File: config.mk
export PLATFORM = sky130hd
export DESIGN_NAME = sha256_stream_hasher
export DESIGN_NICKNAME = d
export VERILOG_FILES = /design/src/sv/shash_pkg.sv /design/src/sv/sha256_stream_hasher.sv /design/src/sv/shash_front.sv /design/src/sv/shash_queue.sv /design/src/sv/shash_core.sv
export SDC_FILE = /design/constraint.sdc
export NUM_CORES = 2
export LEC_CHECK = 0
export ABC_CLOCK_PERIOD_IN_PS = 17300
export BUFFER_PORTS_ARGS = -buffer_cell sky130_fd_sc_hd__buf_2
export CORE_MARGIN = 4
export CORE_UTILIZATION = 45
export CTS_CLUSTER_DIAMETER = 100
export DETAILED_ROUTE_END_ITERATION = 7
export GPL_ROUTABILITY_DRIVEN = 0
export PLACE_DENSITY = 0.6
export SYNTH_ARGS = -nofsm -noshare
export SYNTH_HDL_FRONTEND = slang
export SYNTH_HIERARCHICAL = 1
export SYNTH_SLANG_ARGS = --single-unit
File: constraint.sdc
create_clock -name clk -period 17.3 [get_ports clk]
set_clock_uncertainty 0.1 [all_clocks]
set_input_delay 2.595 -clock clk [delete_from_list [all_inputs] [get_ports clk]]
set_output_delay 2.595 -clock clk [all_outputs]
set_load 0.05 [all_outputs]
File: src/sv/shash_pkg.sv
// Package for the SHA-256 stream hasher: item and queue entry types, state encodings,
// round constants, initial hash values and the sigma helper functions.
// Depends on nothing; every other file of the block imports it.
`default_nettype none

package shash_pkg;

  typedef enum logic {
    CMD_ABSORB = 1'b0,
    CMD_FINISH = 1'b1
  } cmd_t;

  typedef struct packed {
    cmd_t       command;
    logic [7:0] data_byte;
  } in_item_t;

  typedef struct packed {
    logic [31:0] digest_word;
    logic [2:0]  word_index;
    logic        last;
  } out_item_t;

  typedef struct packed {
    cmd_t        command;
    logic [7:0]  data_byte;
    logic [31:0] byte_len;
  } op_t;

  typedef enum logic [1:0] {
    ST_IDLE,
    ST_ROUND,
    ST_UPDATE,
    ST_EMIT
  } core_state_t;

  localparam int QUEUE_DEPTH = 4;

  localparam logic [7:0] PAD_BYTE   = 8'h80;
  localparam logic [5:0] LAST_FILL  = 6'd63;
  localparam logic [5:0] LEN_FILL   = 6'd56;
  localparam logic [5:0] LAST_ROUND = 6'd63;
  localparam logic [2:0] LAST_WORD  = 3'd7;

  localparam logic [31:0] IV [8] = '{
    32'h6A09E667, 32'hBB67AE85, 32'h3C6EF372, 32'hA54FF53A,
    32'h510E527F, 32'h9B05688C, 32'h1F83D9AB, 32'h5BE0CD19
  };

  localparam logic [31:0] ROUND_K [64] = '{
    32'h428A2F98, 32'h71374491, 32'hB5C0FBCF, 32'hE9B5DBA5,
    32'h3956C25B, 32'h59F111F1, 32'h923F82A4, 32'hAB1C5ED5,
    32'hD807AA98, 32'h12835B01, 32'h243185BE, 32'h550C7DC3,
    32'h72BE5D74, 32'h80DEB1FE, 32'h9BDC06A7, 32'hC19BF174,
    32'hE49B69C1, 32'hEFBE4786, 32'h0FC19DC6, 32'h240CA1CC,
    32'h2DE92C6F, 32'h4A7484AA, 32'h5CB0A9DC, 32'h76F988DA,
    32'h983E5152, 32'hA831C66D, 32'hB00327C8, 32'hBF597FC7,
    32'hC6E00BF3, 32'hD5A79147, 32'h06CA6351, 32'h14292967,
    32'h27B70A85, 32'h2E1B2138, 32'h4D2C6DFC, 32'h53380D13,
    32'h650A7354, 32'h766A0ABB, 32'h81C2C92E, 32'h92722C85,
    32'hA2BFE8A1, 32'hA81A664B, 32'hC24B8B70, 32'hC76C51A3,
    32'hD192E819, 32'hD6990624, 32'hF40E3585, 32'h106AA070,
    32'h19A4C116, 32'h1E376C08, 32'h2748774C, 32'h34B0BCB5,
    32'h391C0CB3, 32'h4ED8AA4A, 32'h5B9CCA4F, 32'h682E6FF3,
    32'h748F82EE, 32'h78A5636F, 32'h84C87814, 32'h8CC70208,
    32'h90BEFFFA, 32'hA4506CEB, 32'hBEF9A3F7, 32'hC67178F2
  };

  function automatic logic [31:0] big_s0(input logic [31:0] x);
    return {x[1:0], x[31:2]} ^ {x[12:0], x[31:13]} ^ {x[21:0], x[31:22]};
  endfunction

  function automatic logic [31:0] big_s1(input logic [31:0] x);
    return {x[5:0], x[31:6]} ^ {x[10:0], x[31:11]} ^ {x[24:0], x[31:25]};
  endfunction

  function automatic logic [31:0] small_s0(input logic [31:0] x);
    return {x[6:0], x[31:7]} ^ {x[17:0], x[31:18]} ^ {3'b000, x[31:3]};
  endfunction

  function automatic logic [31:0] small_s1(input logic [31:0] x);
    return {x[16:0], x[31:17]} ^ {x[18:0], x[31:19]} ^ {10'd0, x[31:10]};
  endfunction

endpackage

`default_nettype wire

File: src/sv/sha256_stream_hasher.sv
// SHA-256 stream hasher. The core takes one absorb item per cycle while idle; every 64th byte
// starts a compression of 64 rounds, at one per cycle in the single round unit, then one
// chaining add, during which the core takes no items.
// A finish item pads the block (adding a length block when 56 or more bytes are pending)
// and then the eight digest words follow, one word per cycle while they are taken.
// Synchronous reset loads the initial hash values and zeroes the byte count; no clearing pass.
`default_nettype none

module sha256_stream_hasher
  import shash_pkg::*;
#(
  parameter int QueueDepth = QUEUE_DEPTH
) (
  input  wire logic      clk,
  input  wire logic      rst_n,
  input  wire logic      in_valid,
  output logic           in_ready,
  input  wire in_item_t  in_item,
  output logic           out_valid,
  input  wire logic      out_ready,
  output out_item_t      out_item
);

  logic push_valid;
  logic push_ready;
  op_t  push_data;
  logic pop_valid;
  logic pop_ready;
  op_t  pop_data;

  shash_front u_front (
    .clk        (clk),
    .rst_n      (rst_n),
    .in_valid   (in_valid),
    .in_ready   (in_ready),
    .in_item    (in_item),
    .push_valid (push_valid),
    .push_ready (push_ready),
    .push_data  (push_data)
  );

  shash_queue #(
    .Depth (QueueDepth)
  ) u_queue (
    .clk        (clk),
    .rst_n      (rst_n),
    .push_valid (push_valid),
    .push_ready (push_ready),
    .push_data  (push_data),
    .pop_valid  (pop_valid),
    .pop_ready  (pop_ready),
    .pop_data   (pop_data)
  );

  shash_core u_core (
    .clk       (clk),
    .rst_n     (rst_n),
    .op_valid  (pop_valid),
    .op_ready  (pop_ready),
    .op_data   (pop_data),
    .out_valid (out_valid),
    .out_ready (out_ready),
    .out_item  (out_item)
  );

endmodule

`default_nettype wire

File: src/sv/shash_front.sv
// Front end of the SHA-256 stream hasher: accepts input items, keeps the message
// byte count and tags each item with it before it enters the queue.
// Depends on shash_pkg.
`default_nettype none

module shash_front
  import shash_pkg::*;
(
  input  wire logic     clk,
  input  wire logic     rst_n,
  input  wire logic     in_valid,
  output logic          in_ready,
  input  wire in_item_t in_item,
  output logic          push_valid,
  input  wire logic     push_ready,
  output op_t           push_data
);

  logic [31:0] len_r;
  logic [31:0] len_nxt;
  logic        accept;

  assign in_ready   = push_ready;
  assign push_valid = in_valid;
  assign accept     = in_valid && push_ready;

  always_comb begin
    push_data.command   = in_item.command;
    push_data.data_byte = in_item.data_byte;
    push_data.byte_len  = len_r;
    if (in_item.command == CMD_FINISH) begin
      len_nxt = 32'd0;
    end else begin
      len_nxt = len_r + 32'd1;
    end
  end

  always_ff @(posedge clk) begin
    if (!rst_n) begin
      len_r <= 32'd0;
    end else if (accept) begin
      len_r <= len_nxt;
    end
  end

endmodule

`default_nettype wire

File: src/sv/shash_queue.sv
// Short queue of tagged items between the front end and the compression core
// of the SHA-256 stream hasher, so that each side can stall on its own.
// Depends on shash_pkg.
`default_nettype none

module shash_queue
  import shash_pkg::*;
#(
  parameter int Depth = QUEUE_DEPTH
) (
  input  wire logic clk,
  input  wire logic rst_n,
  input  wire logic push_valid,
  output logic      push_ready,
  input  wire op_t  push_data,
  output logic      pop_valid,
  input  wire logic pop_ready,
  output op_t       pop_data
);

  localparam int PtrW = (Depth > 1) ? $clog2(Depth) : 1;
  localparam int CntW = $clog2(Depth + 1);
  localparam logic [PtrW-1:0] LastPtr = PtrW'(Depth - 1);
  localparam logic [CntW-1:0] FullCnt = CntW'(Depth);

  op_t             entry_r [Depth];
  logic [PtrW-1:0] wr_ptr_r;
  logic [PtrW-1:0] rd_ptr_r;
  logic [CntW-1:0] count_r;
  logic            do_push;
  logic            do_pop;

  assign push_ready = (count_r != FullCnt);
  assign pop_valid  = (count_r != '0);
  assign pop_data   = entry_r[rd_ptr_r];
  assign do_push    = push_valid && push_ready;
  assign do_pop     = pop_valid && pop_ready;

  always_ff @(posedge clk) begin
    if (do_push) begin
      entry_r[wr_ptr_r] <= push_data;
    end
  end

  always_ff @(posedge clk) begin
    if (!rst_n) begin
      wr_ptr_r <= '0;
      rd_ptr_r <= '0;
      count_r  <= '0;
    end else begin
      if (do_push) begin
        wr_ptr_r <= (wr_ptr_r == LastPtr) ? '0 : wr_ptr_r + PtrW'(1);
      end
      if (do_pop) begin
        rd_ptr_r <= (rd_ptr_r == LastPtr) ? '0 : rd_ptr_r + PtrW'(1);
      end
      if (do_push && !do_pop) begin
        count_r <= count_r + CntW'(1);
      end else if (do_pop && !do_push) begin
        count_r <= count_r - CntW'(1);
      end
    end
  end

endmodule

`default_nettype wire

File: src/sv/shash_core.sv
// Back end of the SHA-256 stream hasher: block buffer and message schedule, the
// one-round-per-cycle compression unit, padding, chaining state and digest output.
// Depends on shash_pkg.
`default_nettype none

module shash_core
  import shash_pkg::*;
(
  input  wire logic  clk,
  input  wire logic  rst_n,
  input  wire logic  op_valid,
  output logic       op_ready,
  input  wire op_t   op_data,
  output logic       out_valid,
  input  wire logic  out_ready,
  output out_item_t  out_item
);

  core_state_t state_r;
  core_state_t state_nxt;

  logic [31:0] win_r   [16];
  logic [31:0] var_r   [8];
  logic [31:0] chain_r [8];
  logic [31:0] len_r;
  logic [5:0]  rnd_r;
  logic [2:0]  idx_r;
  logic        fin_r;
  logic        second_r;
  logic        out_valid_r;
  out_item_t   out_r;

  logic        op_pop;
  logic        out_load;
  logic        out_free;
  logic [5:0]  fill;
  logic [31:0] t1;
  logic [31:0] t2;
  logic [31:0] w_new;
  logic [31:0] sum     [8];
  logic [31:0] pad_win [16];
  logic [31:0] len_win [16];
  logic [31:0] op_bits_hi;
  logic [31:0] op_bits_lo;

  assign fill      = op_data.byte_len[5:0];
  assign out_free  = !out_valid_r || out_ready;
  assign op_ready  = op_pop;
  assign out_valid = out_valid_r;
  assign out_item  = out_r;

  always_comb begin
    state_nxt = state_r;
    op_pop    = 1'b0;
    out_load  = 1'b0;
    case (state_r)
      ST_IDLE: begin
        if (op_valid) begin
          op_pop = 1'b1;
          if (op_data.command == CMD_FINISH || fill == LAST_FILL) begin
            state_nxt = ST_ROUND;
          end
        end
      end
      ST_ROUND: begin
        if (rnd_r == LAST_ROUND) begin
          state_nxt = ST_UPDATE;
        end
      end
      ST_UPDATE: begin
        if (second_r) begin
          state_nxt = ST_ROUND;
        end else if (fin_r) begin
          state_nxt = ST_EMIT;
        end else begin
          state_nxt = ST_IDLE;
        end
      end
      ST_EMIT: begin
        if (out_free) begin
          out_load = 1'b1;
          if (idx_r == LAST_WORD) begin
            state_nxt = ST_IDLE;
          end
        end
      end
      default: begin
        state_nxt = ST_IDLE;
      end
    endcase
  end

  always_comb begin
    t1 = var_r[7] + big_s1(var_r[4]) + ((var_r[4] & var_r[5]) ^ (~var_r[4] & var_r[6]))
       + ROUND_K[rnd_r] + win_r[0];
    t2 = big_s0(var_r[0]) + ((var_r[0] & var_r[1]) ^ (var_r[0] & var_r[2])
       ^ (var_r[1] & var_r[2]));
    w_new = small_s1(win_r[14]) + win_r[9] + small_s0(win_r[1]) + win_r[0];
    for (int j = 0; j < 8; j++) begin
      sum[j] = chain_r[j] + var_r[j];
    end
  end

  // The closing block: bytes below the fill point are kept, the fill point gets the
  // pad marker and the rest is zero; the length goes in when it still fits.
  always_comb begin
    op_bits_hi = {29'd0, op_data.byte_len[31:29]};
    op_bits_lo = {op_data.byte_len[28:0], 3'b000};
    for (int i = 0; i < 16; i++) begin
      for (int b = 0; b < 4; b++) begin
        if (6'(4 * i + b) < fill) begin
          pad_win[i][8*(3-b) +: 8] = win_r[i][8*(3-b) +: 8];
        end else if (6'(4 * i + b) == fill) begin
          pad_win[i][8*(3-b) +: 8] = PAD_BYTE;
        end else begin
          pad_win[i][8*(3-b) +: 8] = 8'd0;
        end
      end
      len_win[i] = 32'd0;
    end
    if (fill < LEN_FILL) begin
      pad_win[14] = op_bits_hi;
      pad_win[15] = op_bits_lo;
    end
    len_win[14] = {29'd0, len_r[31:29]};
    len_win[15] = {len_r[28:0], 3'b000};
  end

  always_ff @(posedge clk) begin
    if (!rst_n) begin
      state_r <= ST_IDLE;
    end else begin
      state_r <= state_nxt;
    end
  end

  always_ff @(posedge clk) begin
    if (!rst_n) begin
      for (int j = 0; j < 8; j++) begin
        chain_r[j] <= IV[j];
      end
      rnd_r       <= '0;
      idx_r       <= '0;
      fin_r       <= 1'b0;
      second_r    <= 1'b0;
      out_valid_r <= 1'b0;
    end else begin
      case (state_r)
        ST_IDLE: begin
          rnd_r <= '0;
          if (op_pop && op_data.command == CMD_FINISH) begin
            fin_r    <= 1'b1;
            second_r <= (fill >= LEN_FILL);
          end
        end
        ST_ROUND: begin
          rnd_r <= rnd_r + 6'd1;
        end
        ST_UPDATE: begin
          for (int j = 0; j < 8; j++) begin
            chain_r[j] <= sum[j];
          end
          second_r <= 1'b0;
          rnd_r    <= '0;
        end
        ST_EMIT: begin
          if (out_load) begin
            idx_r <= idx_r + 3'd1;
            if (idx_r == LAST_WORD) begin
              fin_r <= 1'b0;
              for (int j = 0; j < 8; j++) begin
                chain_r[j] <= IV[j];
              end
            end
          end
        end
        default: begin
          rnd_r <= '0;
        end
      endcase
      if (out_load) begin
        out_valid_r <= 1'b1;
      end else if (out_ready) begin
        out_valid_r <= 1'b0;
      end
    end
  end

  always_ff @(posedge clk) begin
    case (state_r)
      ST_IDLE: begin
        if (op_pop) begin
          for (int j = 0; j < 8; j++) begin
            var_r[j] <= chain_r[j];
          end
          if (op_data.command == CMD_FINISH) begin
            win_r <= pad_win;
            len_r <= op_data.byte_len;
          end else begin
            win_r[fill[5:2]][{~fill[1:0], 3'b000} +: 8] <= op_data.data_byte;
          end
        end
      end
      ST_ROUND: begin
        for (int i = 0; i < 15; i++) begin
          win_r[i] <= win_r[i+1];
        end
        win_r[15] <= w_new;
        var_r[7]  <= var_r[6];
        var_r[6]  <= var_r[5];
        var_r[5]  <= var_r[4];
        var_r[4]  <= var_r[3] + t1;
        var_r[3]  <= var_r[2];
        var_r[2]  <= var_r[1];
        var_r[1]  <= var_r[0];
        var_r[0]  <= t1 + t2;
      end
      ST_UPDATE: begin
        for (int j = 0; j < 8; j++) begin
          var_r[j] <= sum[j];
        end
        if (second_r) begin
          win_r <= len_win;
        end
      end
      default: begin
      end
    endcase
    if (out_load) begin
      out_r.digest_word <= chain_r[idx_r];
      out_r.word_index  <= idx_r;
      out_r.last        <= (idx_r == LAST_WORD);
    end
  end

  a_rounds_end: assert property (@(posedge clk) disable iff (!rst_n)
    (state_r == ST_ROUND && rnd_r == LAST_ROUND) |=> state_r == ST_UPDATE)
    else $error("compression did not end after the last round");

  a_second_in_finish: assert property (@(posedge clk) disable iff (!rst_n)
    second_r |-> fin_r)
    else $error("length block pending outside a finish");

  a_emit_after_final: assert property (@(posedge clk) disable iff (!rst_n)
    (state_r == ST_UPDATE && fin_r && !second_r) |=> state_r == ST_EMIT)
    else $error("digest not emitted after the final block");

  a_chain_restart: assert property (@(posedge clk) disable iff (!rst_n)
    (out_load && idx_r == LAST_WORD) |=>
      (state_r == ST_IDLE && !fin_r && chain_r[0] == IV[0] && chain_r[7] == IV[7]))
    else $error("chaining state not restored after the last digest word");

  a_no_pop_busy: assert property (@(posedge clk) disable iff (!rst_n)
    (state_r != ST_IDLE) |-> !op_ready)
    else $error("item taken while a block is in progress");

endmodule

`default_nettype wire
==> summary.md <==
| Metric | Value |
|---|---|
| Post-DP HPWL | `between 200 and 250 mm` |
| Num ports | `51` |
| Status | `complete, but fails checks` |
| Clock sink total | `1311` |
| Vias per inst | `6.25` |
| Mapped cell area | `between 0.08 and 0.09 mm2` |
| # rows | `roughly 160` |
| Vias | `approximately 74000` |
| Initial DRC count | `9441` |
| First-pass GRT wire length | `473 mm` |
| Setup TNS | `0 ps` |
| Critical Path End Type | `register` |
| Largest family of logic cells by synthesized area | `compound AO/OA/AOI/OAI gates` |
| Number of synthesized flops with an enable pin | `~1100` |
| Finish-stage setup viols | `0` |
| Die height | `around 450 um` |
| Final nets | `between 9000 and 10000` |
| GRT Total Usage | `a little under a third` |
| Clk slew on worst S/H paths | `roughly 60 ps` |
| Compound-Gate Fraction of Synth Area | `18.2%` |
| Die X | `454 um` |
| Most common cell on crit path | `a21oi_1` |
| Main flop type after synthesis | `edfxtp_1` |
| Syn nets | `~10000` |
| Initial antenna violation count | `14` |
| CTS root buffer | `clkbuf_16` |
| Reg2reg path depth | `32` |
| CP startpoint kind | `register` |
| Synth unique cells | `114` |
| CTS tree | `yes` |
| Worst-Margin Slew | `1440 ps` |
| Buffers & Inverters on Critical Path | `4` |
| Sequential share of the synthesized area | `a little over two fifths` |
| Fin crit share | `between 50% and 60%` |
| Setup crit end | `u_core/var_r[0][28]` |
| Hold_buf cts | `0` |
| CTS max path bufs | `3` |
| CP peak stage delay | `between 700 and 800 ps` |
| # port buffers | `50` |
| Clock latency on the worst-skew pair | `approximately 840 ps` |
| Data required, critical path | `about 18000 ps` |
| Starting Density | `approximately 45%` |
| RSZ-0062 raised after global routing | `no` |
| Avg Cell Area, Syn | `between 9 and 10 um2` |
| Post-CTS sizing | `0` |
| Fraction of layout cells with a size suffix above 1 | `under 10%` |
| Remaining DRCs | `29` |
| CP max-delay cell | `dfxtp_1` |
| Die area | `about 0.21 mm2` |
| Largest delay share family, worst path | `compound AO/OA/AOI/OAI gates` |
| Type of the most critical hold path | `register to register` |
| WP data arrival | `roughly 10000 ps` |
| Slew margin rel. | `under 10%` |
| Largest net degree at the start of global routing | `217` |
| #FFs+latches synth | `1311` |
| Synthesis-to-layout area growth | `8.58%` |
| # Max-Cap Violations | `0` |
| WP depth | `32` |
| Yosys warns | `6` |
| H-tree levels | `4` |
| Post-synthesis simple-gate area fraction | `13.4%` |
| Maximum clock frequency | `101 MHz` |
| Crit path kind | `register to register` |
| Drt pass-1 iters | `8` |
| Pre-CTS setup slack | `~7600 ps` |
| WL/cell | `about 27 um` |
| Failing checks | `design-rule violations` |
| Ys async rst share | `0%` |
| Vias in the first global route | `slightly above 70000` |
| Crit path time final | `between 9000 and 10000 ps` |
| Mux share of post-synthesis cell area | `under 10%` |
| Cells after Synth | `between 9000 and 10000` |
| CP max FO | `20` |
| Detail Route Antenna Nets | `0` |
| Post-route setup slack | `approximately 7400 ps` |
| Core area | `approximately 0.2 mm2` |
| CTS Buf Count | `about 160` |
| Slew Limit Fails | `0` |
| Post-Synth XOR/XNOR Area | `about 5.8%` |
| R2R Setup Slk | `~7400 ps` |
| Reg2Reg Launch Point | `u_core/rnd_r[1]` |
| R2R Path End | `u_core/var_r[0][28]` |
| Routed Wire Length | `~320 mm` |
| Grt ovf | `0` |
| Setup crit start | `u_core/rnd_r[1]` |
| Synth Area in Adders | `a little over a tenth` |
| Total setup buffers inserted after CTS | `0` |
| Fin. Hold Viols | `0` |
[cell usage after synthesis (58+ instances only)]
cell type     n  area, um2
nand2b_1    114        713
inv_1       412       1550
nand2_1    1127       4230
a211oi_1     67        503
o21ai_0     791       3960
nor3_1       93        465
o22ai_1      83        519
mux4_2      114       2570
nand3_1     136        681
clkbuf_1    526       1970
edfxtp_1   1128      33900
and2_1       62        388
a21oi_1     962       4810
a31oi_1      88        551
fa_1        196       3920
o21a_1       82        616
xnor2_1     409       3580
xor2_1      178       1560
nor2b_1      69        432
nor2_1      927       3480
ha_1        409       5120
mux2i_1     204       2040
dfxtp_1     183       3660
a21o_1      155       1160
mux2_2       58        653
[metrics by stage]
stage	std cells	area [um2]	hold WS (ps)	util (%)
5_1_grt	11900	97300	416	49.2
3_3_place_gp	11600	91900	376	46.5
3_5_place_dp	11600	91900	387	46.5
2_1_floorplan	9416	89600	335	-
4_1_cts	11900	97300	397	49.2
6_report	11900	97300	400	49.2
[cells in the final DEF, fill, tap and decap left out, types with 29 or more instances in the layout]
cell type / synthesis / final
a211oi_1: 67 / 66
a21boi_0: 54 / 54
a21o_1: 155 / 155
a21oi_1: 962 / 962
a22o_1: 36 / 36
a31oi_1: 88 / 87
and2_1: 62 / 59
and3_1: 54 / 54
buf_2: 4 / 50
buf_4: 15 / 118
clkbuf_16: 0 / 157
dfxtp_1: 183 / 175
edfxtp_1: 1128 / 1128
fa_1: 196 / 196
ha_1: 409 / 406
inv_1: 412 / 410
maj3_1: 30 / 30
mux2_2: 58 / 58
mux2i_1: 204 / 204
mux4_2: 114 / 114
nand2_1: 1127 / 1122
nand2b_1: 114 / 114
nand3_1: 136 / 136
nand4_1: 32 / 32
nor2_1: 927 / 920
nor2b_1: 69 / 69
nor3_1: 93 / 92
o211ai_1: 35 / 35
o21a_1: 82 / 82
o21ai_0: 791 / 781
o21ai_1: 19 / 29
o21bai_1: 52 / 52
o22ai_1: 83 / 83
o31ai_1: 40 / 40
or3_1: 36 / 36
xnor2_1: 409 / 409
xor2_1: 178 / 178
[cells by family after synthesis]
logic type / count (synthesis)
AOI/OAI and AO/OA: 2720
xor gates and xnor gates: 588
adders and majority gates: 635
buffers and inverters: 1018
DFF: 1311
muxes: 376
and+or+nand+nor: 2768
[metal layers]
| metal | part of all wire, % | vias up | track usage [%] |
|---|---|---|---|
| met4 | 7.2 | 6 | 18.2 |
| met1 | 39 | 36200 | 38.5 |
| li1 | - | 33300 | - |
| met2 | 45 | 3923 | 47.5 |
| met3 | 9.6 | 1050 | 7.40 |
| met5 | 0.012 | - | 0 |
[state kept, by name, indices dropped and copies added, names as in the netlist, 3 cells and up, named ones only]
signal           flops
u_core/win_r       420
u_core/chain_r     256
u_core/var_r       256
u_queue/entry_r    164
u_core/out_item     36
u_core/len_r        32
u_front/len_r       32
u_core/rnd_r         6
u_core/idx_r         3
u_queue/count_r      3
[cell type report]
cell class	instances	area, um2
Antenna cell	6	15.0
Clock buffer	197	4200
Clock inverter	91	1190
Fill cell	18200	100000
Inverter	415	1560
Multi-Input combinational cell	7087	48300
Sequential cell	1311	37600
Tap cell	2640	3300
Timing Repair Buffer	170	1180
[worst min-delay path: cells and delay by family, from the launching register on]
kind / cells / cell delay (ps)
flops: 1 / 330
simple gates: 1 / 60
compound gates: 1 / 60
[worst min path at each step]
stage | to | from | depth (start not counted)
2_1_floorplan | u_core/out_item[3] | u_core/idx_r[2] | 0
3_3_place_gp | u_core/chain_r[5][23] | u_core/chain_r[5][23] | 2
5_1_grt | u_core/chain_r[5][21] | u_core/chain_r[5][21] | 2
4_1_cts | u_core/chain_r[5][23] | u_core/chain_r[5][23] | 2
3_5_place_dp | u_core/chain_r[5][23] | u_core/chain_r[5][23] | 2
6_report | u_core/chain_r[5][20] | u_core/chain_r[5][20] | 2
Power is left out: the tool's default activity adds up to more than one toggle a clock period on the data nets, which glitch-free logic cannot reach.
